==> src/rtl/core/rgb_led_pattern_engine_macros.svh <==
// ----------------------------------------------------------------------------
// RGB LED pattern engine assertion macros
// Concurrent check helpers, empty when building for synthesis.
// ----------------------------------------------------------------------------
`ifndef RGB_LED_PATTERN_ENGINE_MACROS_SVH
`define RGB_LED_PATTERN_ENGINE_MACROS_SVH
`ifndef SYNTHESIS
// same-cycle implication
`define RLPE_ASSERT_NOW(label, clk, rst_n, ante, cons) \
    label: assert property (@(posedge clk) disable iff (!rst_n) (ante) |-> (cons)) \
        else $error("rlpe check failed");
// next-cycle implication
`define RLPE_ASSERT_NEXT(label, clk, rst_n, ante, cons) \
    label: assert property (@(posedge clk) disable iff (!rst_n) (ante) |=> (cons)) \
        else $error("rlpe check failed");
`else
`define RLPE_ASSERT_NOW(label, clk, rst_n, ante, cons)
`define RLPE_ASSERT_NEXT(label, clk, rst_n, ante, cons)
`endif
`endif

==> src/rtl/core/rlpe_pkg.sv <==
`timescale 1ns / 1ps
// ----------------------------------------------------------------------------
// rlpe_pkg
// Shared types, codes and constants of the RGB LED pattern engine.
// ----------------------------------------------------------------------------
package rlpe_pkg;

    // request opcodes
    localparam logic [1:0] OP_TICK  = 2'd0;
    localparam logic [1:0] OP_START = 2'd1;
    localparam logic [1:0] OP_STOP  = 2'd2;

    // pattern kinds
    localparam logic [1:0] KIND_STATIC = 2'd0;
    localparam logic [1:0] KIND_FADE   = 2'd1;
    localparam logic [1:0] KIND_BLINK  = 2'd2;
    localparam logic [1:0] KIND_CROSS  = 2'd3;

    // register indexes
    localparam int CFG_IDX_W = 3;
    localparam int CFG_W     = 32;
    localparam logic [CFG_IDX_W-1:0] REG_KIND   = 3'd0;
    localparam logic [CFG_IDX_W-1:0] REG_COLOR1 = 3'd1;
    localparam logic [CFG_IDX_W-1:0] REG_COLOR2 = 3'd2;
    localparam logic [CFG_IDX_W-1:0] REG_TIME1  = 3'd3;
    localparam logic [CFG_IDX_W-1:0] REG_TIME2  = 3'd4;
    localparam logic [CFG_IDX_W-1:0] REG_BLINKS = 3'd5;
    localparam logic [CFG_IDX_W-1:0] REG_BRIGHT = 3'd6;
    localparam logic [CFG_IDX_W-1:0] REG_FLAGS  = 3'd7;

    // option flag bits
    localparam int FLAG_REPEAT  = 0;
    localparam int FLAG_REVERSE = 1;
    localparam int FLAG_INVERT  = 2;

    localparam logic [6:0]  PERCENT     = 7'd100;
    localparam logic [7:0]  FULL_SCALE  = 8'd255;
    localparam logic [7:0]  BLINK_MAX   = 8'd255;
    // x / 100 == (x * 5243) >> 19 for x up to 25500
    localparam logic [12:0] RECIP_100   = 13'd5243;
    localparam int          RECIP_SHIFT = 19;
    localparam int          DIV_STEPS   = 8;

    typedef enum logic [3:0] {
        S_IDLE,
        S_MUL,
        S_SUM,
        S_DIV,
        S_SCL1,
        S_SCL2,
        S_STORE,
        S_OUT
    } t_state;

    typedef enum logic [1:0] {
        ACT_NONE,
        ACT_OFF,
        ACT_COLOR,
        ACT_BLEND
    } t_act;

    typedef struct packed {
        logic accept;
        logic mul;
        logic div_init;
        logic div_step;
        logic scl_a;
        logic scl_b;
        logic store;
        logic load_out;
    } t_cmd;

    typedef struct packed {
        t_act act_now;
        t_act act;
        logic last_chan;
        logic div_last;
        logic out_free;
    } t_sts;

    // pick one 8-bit channel of a packed colour, index 0 is blue
    function automatic logic [7:0] chan_of(input logic [23:0] c, input logic [1:0] idx);
        logic [7:0] v;
        unique case (idx)
            2'd0:    v = c[7:0];
            2'd1:    v = c[15:8];
            default: v = c[23:16];
        endcase
        return v;
    endfunction

endpackage

==> src/rtl/core/rgb_led_pattern_engine.sv <==
`timescale 1ns / 1ps
// ----------------------------------------------------------------------------
// rgb_led_pattern_engine
// Timed RGB LED pattern engine: start, stop and tick requests drive three
// PWM duty values through static, fade, blink and crossfade patterns.
// ----------------------------------------------------------------------------
// Requests that write no colour or the off colour go straight to the output
// register; a solid colour takes 3 scale passes, one per channel, and a blend
// adds multiply, sum and 8 divider steps before each pass, on the shared divider.
// One request at a time; the next is taken once the result is registered.
// Reset (synchronous, active low) clears pattern state and duty, brightness 100.
module rgb_led_pattern_engine (
    input  logic                           i_clk,
    input  logic                           i_rst_n,
    input  logic                           i_valid,
    output logic                           o_stall,
    input  logic [1:0]                     i_opcode,
    input  logic [31:0]                    i_now_ms,
    output logic                           o_valid,
    input  logic                           i_stall,
    output logic [7:0]                     o_red_duty,
    output logic [7:0]                     o_green_duty,
    output logic [7:0]                     o_blue_duty,
    output logic                           o_duty_written,
    output logic                           o_pattern_active,
    input  logic                           i_cfg_we,
    input  logic [rlpe_pkg::CFG_IDX_W-1:0] i_cfg_index,
    input  logic [rlpe_pkg::CFG_W-1:0]     i_cfg_wdata
);

    rlpe_pkg::t_cmd cmd;
    rlpe_pkg::t_sts sts;

    rlpe_ctrl u_ctrl (
        .i_clk   (i_clk),
        .i_rst_n (i_rst_n),
        .i_valid (i_valid),
        .o_stall (o_stall),
        .i_sts   (sts),
        .o_cmd   (cmd)
    );

    rlpe_dp u_dp (
        .i_clk            (i_clk),
        .i_rst_n          (i_rst_n),
        .i_opcode         (i_opcode),
        .i_now_ms         (i_now_ms),
        .i_cfg_we         (i_cfg_we),
        .i_cfg_index      (i_cfg_index),
        .i_cfg_wdata      (i_cfg_wdata),
        .i_stall          (i_stall),
        .i_cmd            (cmd),
        .o_sts            (sts),
        .o_valid          (o_valid),
        .o_red_duty       (o_red_duty),
        .o_green_duty     (o_green_duty),
        .o_blue_duty      (o_blue_duty),
        .o_duty_written   (o_duty_written),
        .o_pattern_active (o_pattern_active)
    );

endmodule

==> src/rtl/core/rlpe_ctrl.sv <==
`timescale 1ns / 1ps
// ----------------------------------------------------------------------------
// rlpe_ctrl
// Sequencer: accept a request, run blend division (blends only) and scaling per
// channel when a colour is written, then hand the result to the output register.
// ----------------------------------------------------------------------------
`include "rgb_led_pattern_engine_macros.svh"
module rlpe_ctrl (
    input  logic          i_clk,
    input  logic          i_rst_n,
    input  logic          i_valid,
    output logic          o_stall,
    input  rlpe_pkg::t_sts i_sts,
    output rlpe_pkg::t_cmd o_cmd
);

    rlpe_pkg::t_state r_state, n_state;

    // state register
    always_ff @(posedge i_clk) begin
        if (!i_rst_n) begin
            r_state <= rlpe_pkg::S_IDLE;
        end else begin
            r_state <= n_state;
        end
    end

    // next state
    always_comb begin
        n_state = r_state;
        unique case (r_state)
            rlpe_pkg::S_IDLE: begin
                if (i_valid) begin
                    unique case (i_sts.act_now)
                        rlpe_pkg::ACT_BLEND: n_state = rlpe_pkg::S_MUL;
                        rlpe_pkg::ACT_COLOR: n_state = rlpe_pkg::S_SCL1;
                        default:             n_state = rlpe_pkg::S_OUT;
                    endcase
                end
            end
            rlpe_pkg::S_MUL:  n_state = rlpe_pkg::S_SUM;
            rlpe_pkg::S_SUM:  n_state = rlpe_pkg::S_DIV;
            rlpe_pkg::S_DIV: begin
                if (i_sts.div_last) begin
                    n_state = rlpe_pkg::S_SCL1;
                end
            end
            rlpe_pkg::S_SCL1: n_state = rlpe_pkg::S_SCL2;
            rlpe_pkg::S_SCL2: n_state = rlpe_pkg::S_STORE;
            rlpe_pkg::S_STORE: begin
                if (i_sts.last_chan) begin
                    n_state = rlpe_pkg::S_OUT;
                end else if (i_sts.act == rlpe_pkg::ACT_BLEND) begin
                    n_state = rlpe_pkg::S_MUL;
                end else begin
                    n_state = rlpe_pkg::S_SCL1;
                end
            end
            rlpe_pkg::S_OUT: begin
                if (i_sts.out_free) begin
                    n_state = rlpe_pkg::S_IDLE;
                end
            end
            default: n_state = rlpe_pkg::S_IDLE;
        endcase
    end

    // commands
    always_comb begin
        o_cmd          = '0;
        o_stall        = (r_state != rlpe_pkg::S_IDLE);
        o_cmd.accept   = (r_state == rlpe_pkg::S_IDLE) && i_valid;
        o_cmd.mul      = (r_state == rlpe_pkg::S_MUL);
        o_cmd.div_init = (r_state == rlpe_pkg::S_SUM);
        o_cmd.div_step = (r_state == rlpe_pkg::S_DIV);
        o_cmd.scl_a    = (r_state == rlpe_pkg::S_SCL1);
        o_cmd.scl_b    = (r_state == rlpe_pkg::S_SCL2);
        o_cmd.store    = (r_state == rlpe_pkg::S_STORE);
        o_cmd.load_out = (r_state == rlpe_pkg::S_OUT) && i_sts.out_free;
    end

    `RLPE_ASSERT_NEXT(a_div_exit, i_clk, i_rst_n, (r_state == rlpe_pkg::S_DIV) && i_sts.div_last, r_state == rlpe_pkg::S_SCL1)
    `RLPE_ASSERT_NEXT(a_busy_after_accept, i_clk, i_rst_n, o_cmd.accept, r_state != rlpe_pkg::S_IDLE)
    `RLPE_ASSERT_NEXT(a_last_store, i_clk, i_rst_n, o_cmd.store && i_sts.last_chan, r_state == rlpe_pkg::S_OUT)
    `RLPE_ASSERT_NEXT(a_out_done, i_clk, i_rst_n, o_cmd.load_out, r_state == rlpe_pkg::S_IDLE)

endmodule

==> src/rtl/core/rlpe_dp.sv <==
`timescale 1ns / 1ps
// ----------------------------------------------------------------------------
// rlpe_dp
// Registers, pattern decision, serial blend divider, brightness scaling and
// output register of the RGB LED pattern engine.
// ----------------------------------------------------------------------------
module rlpe_dp (
    input  logic                            i_clk,
    input  logic                            i_rst_n,
    input  logic [1:0]                      i_opcode,
    input  logic [31:0]                     i_now_ms,
    input  logic                            i_cfg_we,
    input  logic [rlpe_pkg::CFG_IDX_W-1:0]  i_cfg_index,
    input  logic [rlpe_pkg::CFG_W-1:0]      i_cfg_wdata,
    input  logic                            i_stall,
    input  rlpe_pkg::t_cmd                  i_cmd,
    output rlpe_pkg::t_sts                  o_sts,
    output logic                            o_valid,
    output logic [7:0]                      o_red_duty,
    output logic [7:0]                      o_green_duty,
    output logic [7:0]                      o_blue_duty,
    output logic                            o_duty_written,
    output logic                            o_pattern_active
);

    // configuration
    logic [1:0]  r_kind;
    logic [23:0] r_color1, r_color2;
    logic [31:0] r_time1, r_time2;
    logic [7:0]  r_blink_lim;
    logic [6:0]  r_bright;
    logic [2:0]  r_flags;

    // pattern state
    logic        r_running, n_running;
    logic [1:0]  r_phase, n_phase;
    logic [31:0] r_start, n_start;
    logic [31:0] r_last, n_last;
    logic [7:0]  r_blinks, n_blinks;
    logic [23:0] r_duty;
    logic        r_wrote;

    // work registers
    rlpe_pkg::t_act r_act, n_act;
    logic [23:0] r_from, n_from;
    logic [23:0] r_to, n_to;
    logic [31:0] r_e, n_e;
    logic [1:0]  r_chan;
    logic [39:0] r_prod_a, r_prod_b;
    logic [31:0] r_rem;
    logic [7:0]  r_lo;
    logic [7:0]  r_quo;
    logic [2:0]  r_cnt;
    logic [14:0] r_scl_a;
    logic [27:0] r_scl_b;

    logic [31:0] e_start, e_last;
    logic [7:0]  blink_next;
    logic [40:0] num;
    logic [32:0] trial;
    logic        fits;
    logic [6:0]  bright;
    logic [7:0]  v_in, v_out;
    logic [23:0] off_color;

    assign e_start    = i_now_ms - r_start;
    assign e_last     = i_now_ms - r_last;
    assign blink_next = (r_blinks < rlpe_pkg::BLINK_MAX) ? r_blinks + 8'd1 : r_blinks;
    assign off_color  = r_flags[rlpe_pkg::FLAG_INVERT] ? 24'hFFFFFF : 24'h000000;

    // decide the state update and duty action of one request
    always_comb begin
        n_running = r_running;
        n_phase   = r_phase;
        n_start   = r_start;
        n_last    = r_last;
        n_blinks  = r_blinks;
        n_act     = rlpe_pkg::ACT_NONE;
        n_from    = r_color1;
        n_to      = r_color2;
        n_e       = e_last;
        unique case (i_opcode)
            rlpe_pkg::OP_START: begin
                n_running = 1'b1;
                n_phase   = 2'd0;
                n_blinks  = 8'd0;
                n_start   = i_now_ms;
                n_last    = i_now_ms;
            end
            rlpe_pkg::OP_STOP: begin
                n_act     = rlpe_pkg::ACT_OFF;
                n_running = 1'b0;
            end
            rlpe_pkg::OP_TICK: begin
                if (r_running) begin
                    unique case (r_kind)
                        rlpe_pkg::KIND_STATIC: begin
                            if (r_phase == 2'd0) begin
                                n_act   = rlpe_pkg::ACT_COLOR;
                                n_to    = r_color1;
                                n_phase = 2'd1;
                            end
                            if (r_phase[1] == 1'b0 && e_start >= r_time1) begin
                                if (r_flags[rlpe_pkg::FLAG_REPEAT]) begin
                                    n_start = i_now_ms;
                                    n_phase = 2'd0;
                                end else begin
                                    n_act     = rlpe_pkg::ACT_OFF;
                                    n_running = 1'b0;
                                end
                            end
                        end
                        rlpe_pkg::KIND_FADE: begin
                            if (r_phase == 2'd0) begin
                                if (e_start < r_time1) begin
                                    n_act = rlpe_pkg::ACT_BLEND;
                                    n_e   = e_start;
                                end else begin
                                    n_act   = rlpe_pkg::ACT_COLOR;
                                    n_phase = 2'd1;
                                    n_last  = i_now_ms;
                                end
                            end else if (r_phase == 2'd1 && e_last >= r_time2) begin
                                if (r_flags[rlpe_pkg::FLAG_REPEAT]) begin
                                    n_start = i_now_ms;
                                    n_phase = 2'd0;
                                end else begin
                                    n_act     = rlpe_pkg::ACT_OFF;
                                    n_running = 1'b0;
                                end
                            end
                        end
                        rlpe_pkg::KIND_BLINK: begin
                            if (r_phase == 2'd0) begin
                                n_act = rlpe_pkg::ACT_COLOR;
                                n_to  = r_color1;
                                if (e_last >= r_time1) begin
                                    n_phase = 2'd1;
                                    n_last  = i_now_ms;
                                end
                            end else if (r_phase == 2'd1) begin
                                n_act = rlpe_pkg::ACT_OFF;
                                if (e_last >= r_time2) begin
                                    n_blinks = blink_next;
                                    if (r_blink_lim != 8'd0 && blink_next >= r_blink_lim) begin
                                        if (r_flags[rlpe_pkg::FLAG_REPEAT]) begin
                                            n_blinks = 8'd0;
                                            n_phase  = 2'd0;
                                            n_last   = i_now_ms;
                                        end else begin
                                            n_running = 1'b0;
                                        end
                                    end else begin
                                        n_phase = 2'd0;
                                        n_last  = i_now_ms;
                                    end
                                end
                            end
                        end
                        default: begin
                            // crossfade: even phases blend, odd phases hold
                            if (r_phase[0] == 1'b0) begin
                                n_from = r_phase[1] ? r_color2 : r_color1;
                                n_to   = r_phase[1] ? r_color1 : r_color2;
                                if (e_last < r_time1) begin
                                    n_act = rlpe_pkg::ACT_BLEND;
                                end else begin
                                    n_act   = rlpe_pkg::ACT_COLOR;
                                    n_phase = r_phase + 2'd1;
                                    n_last  = i_now_ms;
                                end
                            end else if (e_last >= r_time2) begin
                                if (r_phase == 2'd1 && r_flags[rlpe_pkg::FLAG_REVERSE]) begin
                                    n_phase = 2'd2;
                                    n_last  = i_now_ms;
                                end else if (r_flags[rlpe_pkg::FLAG_REPEAT]) begin
                                    n_phase = 2'd0;
                                    n_last  = i_now_ms;
                                end else begin
                                    n_act     = rlpe_pkg::ACT_OFF;
                                    n_running = 1'b0;
                                end
                            end
                        end
                    endcase
                end
            end
            default: ;
        endcase
    end

    // configuration writes
    always_ff @(posedge i_clk) begin
        if (!i_rst_n) begin
            r_kind      <= 2'd0;
            r_color1    <= 24'd0;
            r_color2    <= 24'd0;
            r_time1     <= 32'd0;
            r_time2     <= 32'd0;
            r_blink_lim <= 8'd0;
            r_bright    <= rlpe_pkg::PERCENT;
            r_flags     <= 3'd0;
        end else if (i_cfg_we) begin
            unique case (i_cfg_index)
                rlpe_pkg::REG_KIND:   r_kind      <= i_cfg_wdata[1:0];
                rlpe_pkg::REG_COLOR1: r_color1    <= i_cfg_wdata[23:0];
                rlpe_pkg::REG_COLOR2: r_color2    <= i_cfg_wdata[23:0];
                rlpe_pkg::REG_TIME1:  r_time1     <= i_cfg_wdata;
                rlpe_pkg::REG_TIME2:  r_time2     <= i_cfg_wdata;
                rlpe_pkg::REG_BLINKS: r_blink_lim <= i_cfg_wdata[7:0];
                rlpe_pkg::REG_BRIGHT: r_bright    <= i_cfg_wdata[6:0];
                default:              r_flags     <= i_cfg_wdata[2:0];
            endcase
        end
    end

    // pattern state, duty hold and write flag
    always_ff @(posedge i_clk) begin
        if (!i_rst_n) begin
            r_running <= 1'b0;
            r_phase   <= 2'd0;
            r_start   <= 32'd0;
            r_last    <= 32'd0;
            r_blinks  <= 8'd0;
            r_duty    <= 24'd0;
            r_wrote   <= 1'b0;
            r_act     <= rlpe_pkg::ACT_NONE;
        end else if (i_cmd.accept) begin
            r_running <= n_running;
            r_phase   <= n_phase;
            r_start   <= n_start;
            r_last    <= n_last;
            r_blinks  <= n_blinks;
            r_act     <= n_act;
            r_wrote   <= (n_act != rlpe_pkg::ACT_NONE);
            if (n_act == rlpe_pkg::ACT_OFF) begin
                r_duty <= off_color;
            end
        end else if (i_cmd.store) begin
            unique case (r_chan)
                2'd0:    r_duty[7:0]   <= v_out;
                2'd1:    r_duty[15:8]  <= v_out;
                default: r_duty[23:16] <= v_out;
            endcase
        end
    end

    // channel counter and operand capture
    always_ff @(posedge i_clk) begin
        if (!i_rst_n) begin
            r_chan <= 2'd0;
        end else if (i_cmd.accept) begin
            r_chan <= 2'd0;
        end else if (i_cmd.store) begin
            r_chan <= r_chan + 2'd1;
        end
    end

    always_ff @(posedge i_clk) begin
        if (i_cmd.accept) begin
            r_from <= n_from;
            r_to   <= n_to;
            r_e    <= n_e;
        end
    end

    // blend products, then numerator split into remainder and low bits
    assign num = {1'b0, r_prod_a} + {1'b0, r_prod_b};

    always_ff @(posedge i_clk) begin
        if (i_cmd.mul) begin
            r_prod_a <= rlpe_pkg::chan_of(r_from, r_chan) * (r_time1 - r_e);
            r_prod_b <= rlpe_pkg::chan_of(r_to, r_chan) * r_e;
        end
    end

    // restoring divider, quotient below 256 so eight steps
    assign trial = {r_rem, r_lo[7]};
    assign fits  = (trial >= {1'b0, r_time1});

    always_ff @(posedge i_clk) begin
        if (i_cmd.div_init) begin
            r_rem <= num[39:8];
            r_lo  <= num[7:0];
            r_quo <= 8'd0;
            r_cnt <= 3'd0;
        end else if (i_cmd.div_step) begin
            r_rem <= fits ? 32'(trial - {1'b0, r_time1}) : trial[31:0];
            r_lo  <= {r_lo[6:0], 1'b0};
            r_quo <= {r_quo[6:0], fits};
            r_cnt <= r_cnt + 3'd1;
        end
    end

    // brightness scale: v * pct, then divide by 100 through a reciprocal
    assign bright = (r_bright > rlpe_pkg::PERCENT) ? rlpe_pkg::PERCENT : r_bright;
    assign v_in   = (r_act == rlpe_pkg::ACT_BLEND) ? r_quo : rlpe_pkg::chan_of(r_to, r_chan);
    assign v_out  = r_flags[rlpe_pkg::FLAG_INVERT]
                  ? rlpe_pkg::FULL_SCALE - r_scl_b[rlpe_pkg::RECIP_SHIFT +: 8]
                  : r_scl_b[rlpe_pkg::RECIP_SHIFT +: 8];

    always_ff @(posedge i_clk) begin
        if (i_cmd.scl_a) begin
            r_scl_a <= v_in * bright;
        end
        if (i_cmd.scl_b) begin
            r_scl_b <= r_scl_a * rlpe_pkg::RECIP_100;
        end
    end

    // output register
    always_ff @(posedge i_clk) begin
        if (!i_rst_n) begin
            o_valid <= 1'b0;
        end else if (i_cmd.load_out) begin
            o_valid <= 1'b1;
        end else if (!i_stall) begin
            o_valid <= 1'b0;
        end
    end

    always_ff @(posedge i_clk) begin
        if (i_cmd.load_out) begin
            o_red_duty       <= r_duty[23:16];
            o_green_duty     <= r_duty[15:8];
            o_blue_duty      <= r_duty[7:0];
            o_duty_written   <= r_wrote;
            o_pattern_active <= r_running;
        end
    end

    // status
    always_comb begin
        o_sts           = '0;
        o_sts.act_now   = n_act;
        o_sts.act       = r_act;
        o_sts.last_chan = (r_chan == 2'd2);
        o_sts.div_last  = (r_cnt == 3'(rlpe_pkg::DIV_STEPS - 1));
        o_sts.out_free  = !o_valid || !i_stall;
    end

endmodule

==> config.mk <==
export PLATFORM = sky130hd
export DESIGN_NAME = rgb_led_pattern_engine
export DESIGN_NICKNAME = d
export VERILOG_FILES = /design/src/rtl/core/rlpe_pkg.sv /design/src/rtl/core/rgb_led_pattern_engine.sv /design/src/rtl/core/rlpe_ctrl.sv /design/src/rtl/core/rlpe_dp.sv
export VERILOG_INCLUDE_DIRS = /design/src /design/src/rtl/core
export SDC_FILE = /design/constraint.sdc
export NUM_CORES = 2
export LEC_CHECK = 0
export BUFFER_PORTS_ARGS = -buffer_cell sky130_fd_sc_hd__buf_2
export CAP_MARGIN = 20
export CELL_PAD_IN_SITES_DETAIL_PLACEMENT = 0
export CELL_PAD_IN_SITES_GLOBAL_PLACEMENT = 1
export CORE_MARGIN = 3
export CORE_UTILIZATION = 40
export DETAILED_ROUTE_END_ITERATION = 12
export HOLD_SLACK_MARGIN = 0.02
export PLACE_DENSITY_LB_ADDON = 0.1
export SYNTH_ARGS = -nofsm -noshare
export SYNTH_HDL_FRONTEND = slang
export SYNTH_SLANG_ARGS = --single-unit
==> constraint.sdc <==
create_clock -name i_clk -period 6.8 [get_ports i_clk]
set_input_delay 0.34 -clock i_clk [delete_from_list [all_inputs] [get_ports i_clk]]
set_output_delay 0.34 -clock i_clk [all_outputs]
set_load 0.05 [all_outputs]
---- After elaboration in Yosys (flattened, before gate mapping) ----
Cells that the tools add are included.
storage, ports and cells
  register bits ........................... 520
  latch bits .............................. 0
  memory bits (writable) .................. 0
  ROM bits ................................ 0
  bits of input ports ..................... 74
  output and inout bits ................... 28
  memories kept ........................... 0
operators by class
  $add $sub $neg .......................... 10
  multiply operators ...................... 4
  div/mod/pow operators ................... 0
  $lt $le $gt $ge ......................... 9
  eq/ne operators ......................... 53
  shift operators ......................... 0
  multiplexer cells ....................... 125
  bitwise gates (word level) .............. 3
  reduce and logical (&&, ||, !) cells .... 47
operator list
  operator                                                               count
  32-bit two-way mux                                                     26
  24-bit two-way mux                                                     14
  32-bit case mux with 2 select lines                                    3
  8-bit two-way mux                                                      17
  32-bit >= comparator                                                   3
  32-bit case mux with 3 select lines                                    1
  32-bit subtractor                                                      3
  32-bit < comparator                                                    2
  2-bit two-way mux                                                      27
  24-bit case mux with 2 select lines                                    1
  8-bit case mux with 2 select lines                                     3
  40-bit adder                                                           1
  8-bit by 32-bit multiplier with 40-bit output                          1
  8-bit by 40-bit multiplier with 40-bit output                          1
  33-bit by 32-bit >= comparator with 1-bit output                       1
  32-bit by 32-bit subtractor with 33-bit output                         1
  4-bit case mux with 8 select lines                                     1
  15-bit by 13-bit multiplier with 27-bit output, second input constant  1
  11-bit AND reduction                                                   2
  1-bit two-way mux                                                      19
  2-bit by 1-bit != test with 1-bit output, second input constant        9
  2-bit AND reduction                                                    9
  4-bit by 3-bit equality test with 1-bit output, second input constant  4
  4-bit two-way mux                                                      4
  49 further kinds                                                       97

---- Logic depth before layout (Yosys ltp) ----
  depth after elaboration ................. 12
  depth in mapped cells ................... 32

---- Modules after synthesis ----
Synthesis repeated with hierarchy kept, for this count alone.
second synthesis, totals
  cell total of the unflattened synthesis .. 5726
  area, all modules ....................... 51389.3 sq um
modules (own cells, without submodules)
  module     times used  cells each  area each (sq um)
  rlpe_dp    1           5687        51096.5
  rlpe_ctrl  1           39          292.8

---- Worst setup path before layout ----
No wires, ideal clock.
  path type ............................... reg-to-reg
  start point ............................. register u_dp.r_e[0]
  end point ............................... register u_dp.r_prod_a[39] (data pin)
  setup time .............................. 0.260 ns
  data arrival time ....................... 7.190 ns
  data required time ...................... 6.540 ns
  path slack .............................. -0.650 ns
  cell stages (with the launch flop) ...... 31
  period minus slack after synthesis ...... 7.450 ns
  cells stage by stage .................... edfxtp_1 -> ha_1 -> inv_1 -> fa_1 -> a21o_1 -> a221o_1 -> a41o_1 -> nand2_2 -> o211ai_4 -> a21o_1 -> a221o_1 -> a21oi_2 -> xor2_2 -> nor2_1 -> fa_1 -> inv_1 -> fa_1 -> fa_1 -> inv_1 -> fa_1 -> ha_1 -> a21o_1 -> a21o_1 -> a41o_1 -> a21oi_1 -> a21oi_1 -> o21ai_1 -> a21boi_1 -> o41a_1 -> a211o_1 -> xnor2_1
on the way
  longest elaborated chain between the ends .. 2
RTL lines
  element                                         RTL line        RTL
  start: declaration                              rlpe_dp.sv:47   logic [31:0] r_e, n_e;
  start signal: assignment                        rlpe_dp.sv:263  r_e <= n_e;
  32-bit by 32-bit subtractor with 33-bit output  rlpe_dp.sv:272  r_prod_a <= rlpe_pkg::chan_of(r_from, r_chan) * (r_time1 - r_e);
  8-bit by 40-bit multiplier with 40-bit output   rlpe_dp.sv:272
  end signal: assignment                          rlpe_dp.sv:272
  end: declaration                                rlpe_dp.sv:49   logic [39:0] r_prod_a, r_prod_b;
No other way between the ends.
A chain may end at the register's enable or synchronous reset.

---- Final worst setup path ----
Same ends and word-level chain as after synthesis.

==> impl_metrics.sql <==
INSERT INTO impl_metrics (metric_group, metric, value, unit) VALUES
('clock_tree', 'cts.root.buffer_cell', 'clkbuf_16', ''),
('timing', 'postLayoutSetupSlackWorst', '-0.582', 'ns'),
('min_path', 'hold_path.class', 'primary input to flop', ''),
('yosys', 'post_synth_fa_ha_maj_area_fraction', '31.9', '%'),
('yosys', 'dominantRegCellSynth', 'dfxtp_1', ''),
('place', 'gp_congestion', '0.888', ''),
('timing', 'finalHoldViolCount', '0', ''),
('yosys', 'yosys-mux-area-fraction', '3.08', '%'),
('floorplan', 'row_count', '130', ''),
('yosys', 'ys_ff_latch', '500', ''),
('yosys', 'yosys.cell_types.count', '84', ''),
('floorplan', 'dieArea', '0.131', 'mm^2'),
('pwr', 'share_seq_of_total_power', '15.2', '%'),
('place', 'placement.io_buffers', '101', ''),
('yosys', 'synth_top_family_by_area', 'adder cells', ''),
('pwr', 'power.density', '534', 'mW/mm^2'),
('status', 'run_status', 'finished, violations left', ''),
('global_route', 'grt_start_max_net_pins', '134', ''),
('place', 'dp_cells', '7592', ''),
('timing', 'finalClockSkew', '0.0486', 'ns'),
('yosys', 'mappedNetlistNets', '6660', ''),
('timing', 'final_period_minus_worst_setup_slack', '7.38', 'ns'),
('floorplan', 'fp.dieW', '362', 'um'),
('pwr', 'combinationalPowerShare', '73.9', '%'),
('yosys', 'synth_async_sr_flop_share', '0', '%'),
('floorplan', 'fp.dieH', '362', 'um'),
('drt', 'drt_drc', '0', ''),
('timing', 'timing.fmax', '135', 'MHz'),
('timing', 'timing_worst_slew_pin_value', '1.05', 'ns'),
('drt', 'dr_total_vias', '40300', ''),
('place', 'post_dp_cell_area', '0.0566', 'mm^2'),
('yosys', 'yosys_warnings', '0', ''),
('timing', 'setup_violations', '15', ''),
('yosys', 'synth-compound-area-share', '14.8', '%'),
('pwr', 'clock_power_share', '10.9', '%'),
('timing', 'slew_headroom', '29.8', '%'),
('final_layout', 'drive_gt1_share', '14.1', '%'),
('clock_tree', 'cts_tree', 'yes', ''),
('floorplan', 'boundaryPins', '102', ''),
('global_route', 'global_route_wire_length_before_repair', '237', 'mm'),
('pwr', 'switching_share_of_total_power', '45.4', '%'),
('setup_path', 'critPathLaunch', 'u_dp.r_e[0]', ''),
('drt', 'drtIter0Drc', '2095', ''),
('setup_path', 'critical_path_cell_with_the_highest_stage_delay', 'fa_1', ''),
('yosys', 'synth_simple_gate_area_share', '14.7', '%'),
('timing', 'final_min_period_over_clock_period', '109', '%'),
('setup_path', 'cp_data_arrival_time', '7.81', 'ns'),
('floorplan', 'start_util', '40.4', '%'),
('timing', 'report.final.slew_viol_count', '0', ''),
('run', 'number_of_max_cap_violations', '0', ''),
('pwr', 'power.static_leakage', '26.0', 'nW'),
('yosys', 'synth_sequential_area_ratio', '24.6', '%'),
('status', 'violations', 'negative setup slack', ''),
('setup_path', 'path_common_cell', 'fa_1', ''),
('timing', 'fin_setup_tns', '-2.60', 'ns'),
('setup_path', 'worst_setup_path_end_kind', 'flop', ''),
('final_layout', 'syn2layout_area_growth', '17.8', '%'),
('pwr', 'p_int', '17.4', 'mW'),
('setup_path', 'path_class', 'flop to flop', ''),
('floorplan', 'floorplan.core_area', '0.126', 'mm^2'),
('setup_path', 'crit_path_start_kind', 'flop', ''),
('yosys', 'synth_cells', '5581', ''),
('global_route', 'grtUsageTotal', '23.2', '%'),
('timing', 'unrepaired_setup_endpoints_after_global_routing', 'true', ''),
('pwr', 'power_switching', '14.5', 'mW'),
('yosys', 'syn-cell-area', '0.0508', 'mm^2'),
('clock_tree', 'post_cts_clock_slew_at_the_launch_and_capture_registers_of_the_worst_setup_and_hold_paths', '0.07', 'ns'),
('global_route', 'antenna_found_initial', '6', ''),
('drt', 'vias_per_cell', '5.18', ''),
('final_layout', 'net_count_of_the_finished_layout', '7157', ''),
('drt', 'drt.antenna.violating_nets', '0', '');
cell usage in the layout (no fill, tap or decap), types with 185 or more instances in the layout:
cell and n:
nand2_1 824, inv_1 700, nor2_1 338, dfxtp_1 251
edfxtp_1 249, buf_4 408, fa_1 473, ha_1 511
a21oi_1 263, xnor2_1 185
repair_timing:
action | CTS | global route
setup buffers | 8 | 13
cloned | 0 | 0
endpoints found under the setup margin | 22 | 65
endpoints found under the hold margin | 138 | 0
pin swaps | 36 | 43
resized for setup | 52 | 52
hold buffers | 55 | 0
state kept, by name (all words and copies together), names as in the netlist, 15 cells and up:
register       cells
u_dp.r_from       24
u_dp.r_to         24
u_dp.r_last       32
u_dp.r_scl_a      15
u_dp.r_time1      32
u_dp.r_e          32
u_dp.r_color2     24
u_dp.r_start      32
u_dp.r_time2      32
u_dp.r_duty       24
u_dp.r_prod_b     40
u_dp.r_color1     24
u_dp.r_rem        32
u_dp.r_prod_a     40
per-layer routing:
metal / vias up / routed length, um / track usage [%]
li1: 19800 / - / -
met1: 19600 / 75900 / 34.4
met2: 787 / 64600 / 35.5
met3: 129 / 8260 / 3.33
met4: 0 / 3710 / 5.23
met5: - / 0 / 0
final cells by class:
| class | instances | area (um^2) |
|---|---|---|
| fill | 12300 | 66000 |
| multi-input combinational | 4199 | 35600 |
| sequential | 500 | 12500 |
| timing repair buffer | 607 | 4890 |
| inverter | 709 | 2660 |
| tap | 1650 | 2060 |
| clock buffer | 76 | 1700 |
| clock inverter | 40 | 447 |
| antenna | 1 | 2.50 |
synth_stat cells (all sizes together), types with 81 or more instances:
cell type,number,area share [%]
a21boi,136,2.0
a21o,133,2.0
a21oi,290,2.9
and2,99,1.2
clkbuf,143,1.1
dfxtp,251,9.9
edfxtp,249,15
fa,483,19
ha,522,13
inv,709,5.2
mux2i,85,1.7
nand2,828,6.1
nand3,93,0.92
nor2,347,2.6
nor2b,81,1.0
o21ai,156,1.5
xnor2,193,3.3
stage by stage:
| stage | util, % | hold WS, ns |
|---|---|---|
| final | 47.6 | 0.0793 |
| after floorplan | - | 0.403 |
| after CTS | 47.3 | 0.0281 |
| after global placement | 44.9 | 0.412 |
| after detailed placement | 44.9 | 0.414 |
| after global routing | 47.6 | 0.0606 |
final timing paths:
kind | endpoint | slack (ns) | depth (start not counted)
worst max-delay path | u_dp.r_prod_a[39] | -0.58 | 31
worst min-delay path | u_dp.r_color1[7] | 0.08 | 3
worst max register to register | u_dp.r_prod_a[39] | -0.58 | 31
worst min register to register | u_dp.o_blue_duty[2] | 0.43 | 0
power groups by stage:
stage	Sequential [mW]	Combinational (mW)	Clock, mW
global placement	4.91	22.1	0
CTS	4.85	23.1	3.58
global route	4.91	26.6	3.69
floorplan	4.74	14.9	0
finish	4.86	23.6	3.47
detailed placement	4.90	22.3	0
kinds of logic (layout without fill, tap and decap cells):
logic type	Yosys count	after routing
adder cells (fa/ha/maj)	1005	1005
buffers and inverters	882	1432
AO/OA/AOI/OAI	1110	1110
other	0	1
multiplexers	148	148
XOR/XNOR	253	253
flip-flops	500	500
AND/OR/NAND/NOR	1683	1683
critical path: cells and delay by family, from the launching register on:
kind	cells	cell delay, ns
fa+ha+maj	7	2.76
compound gates	15	3.10
simple gates	2	0.13
buf+inv	5	0.37
xor+xnor	2	0.38
flops	1	0.36
No activity file was read; power rests on OpenSTA's default activity.
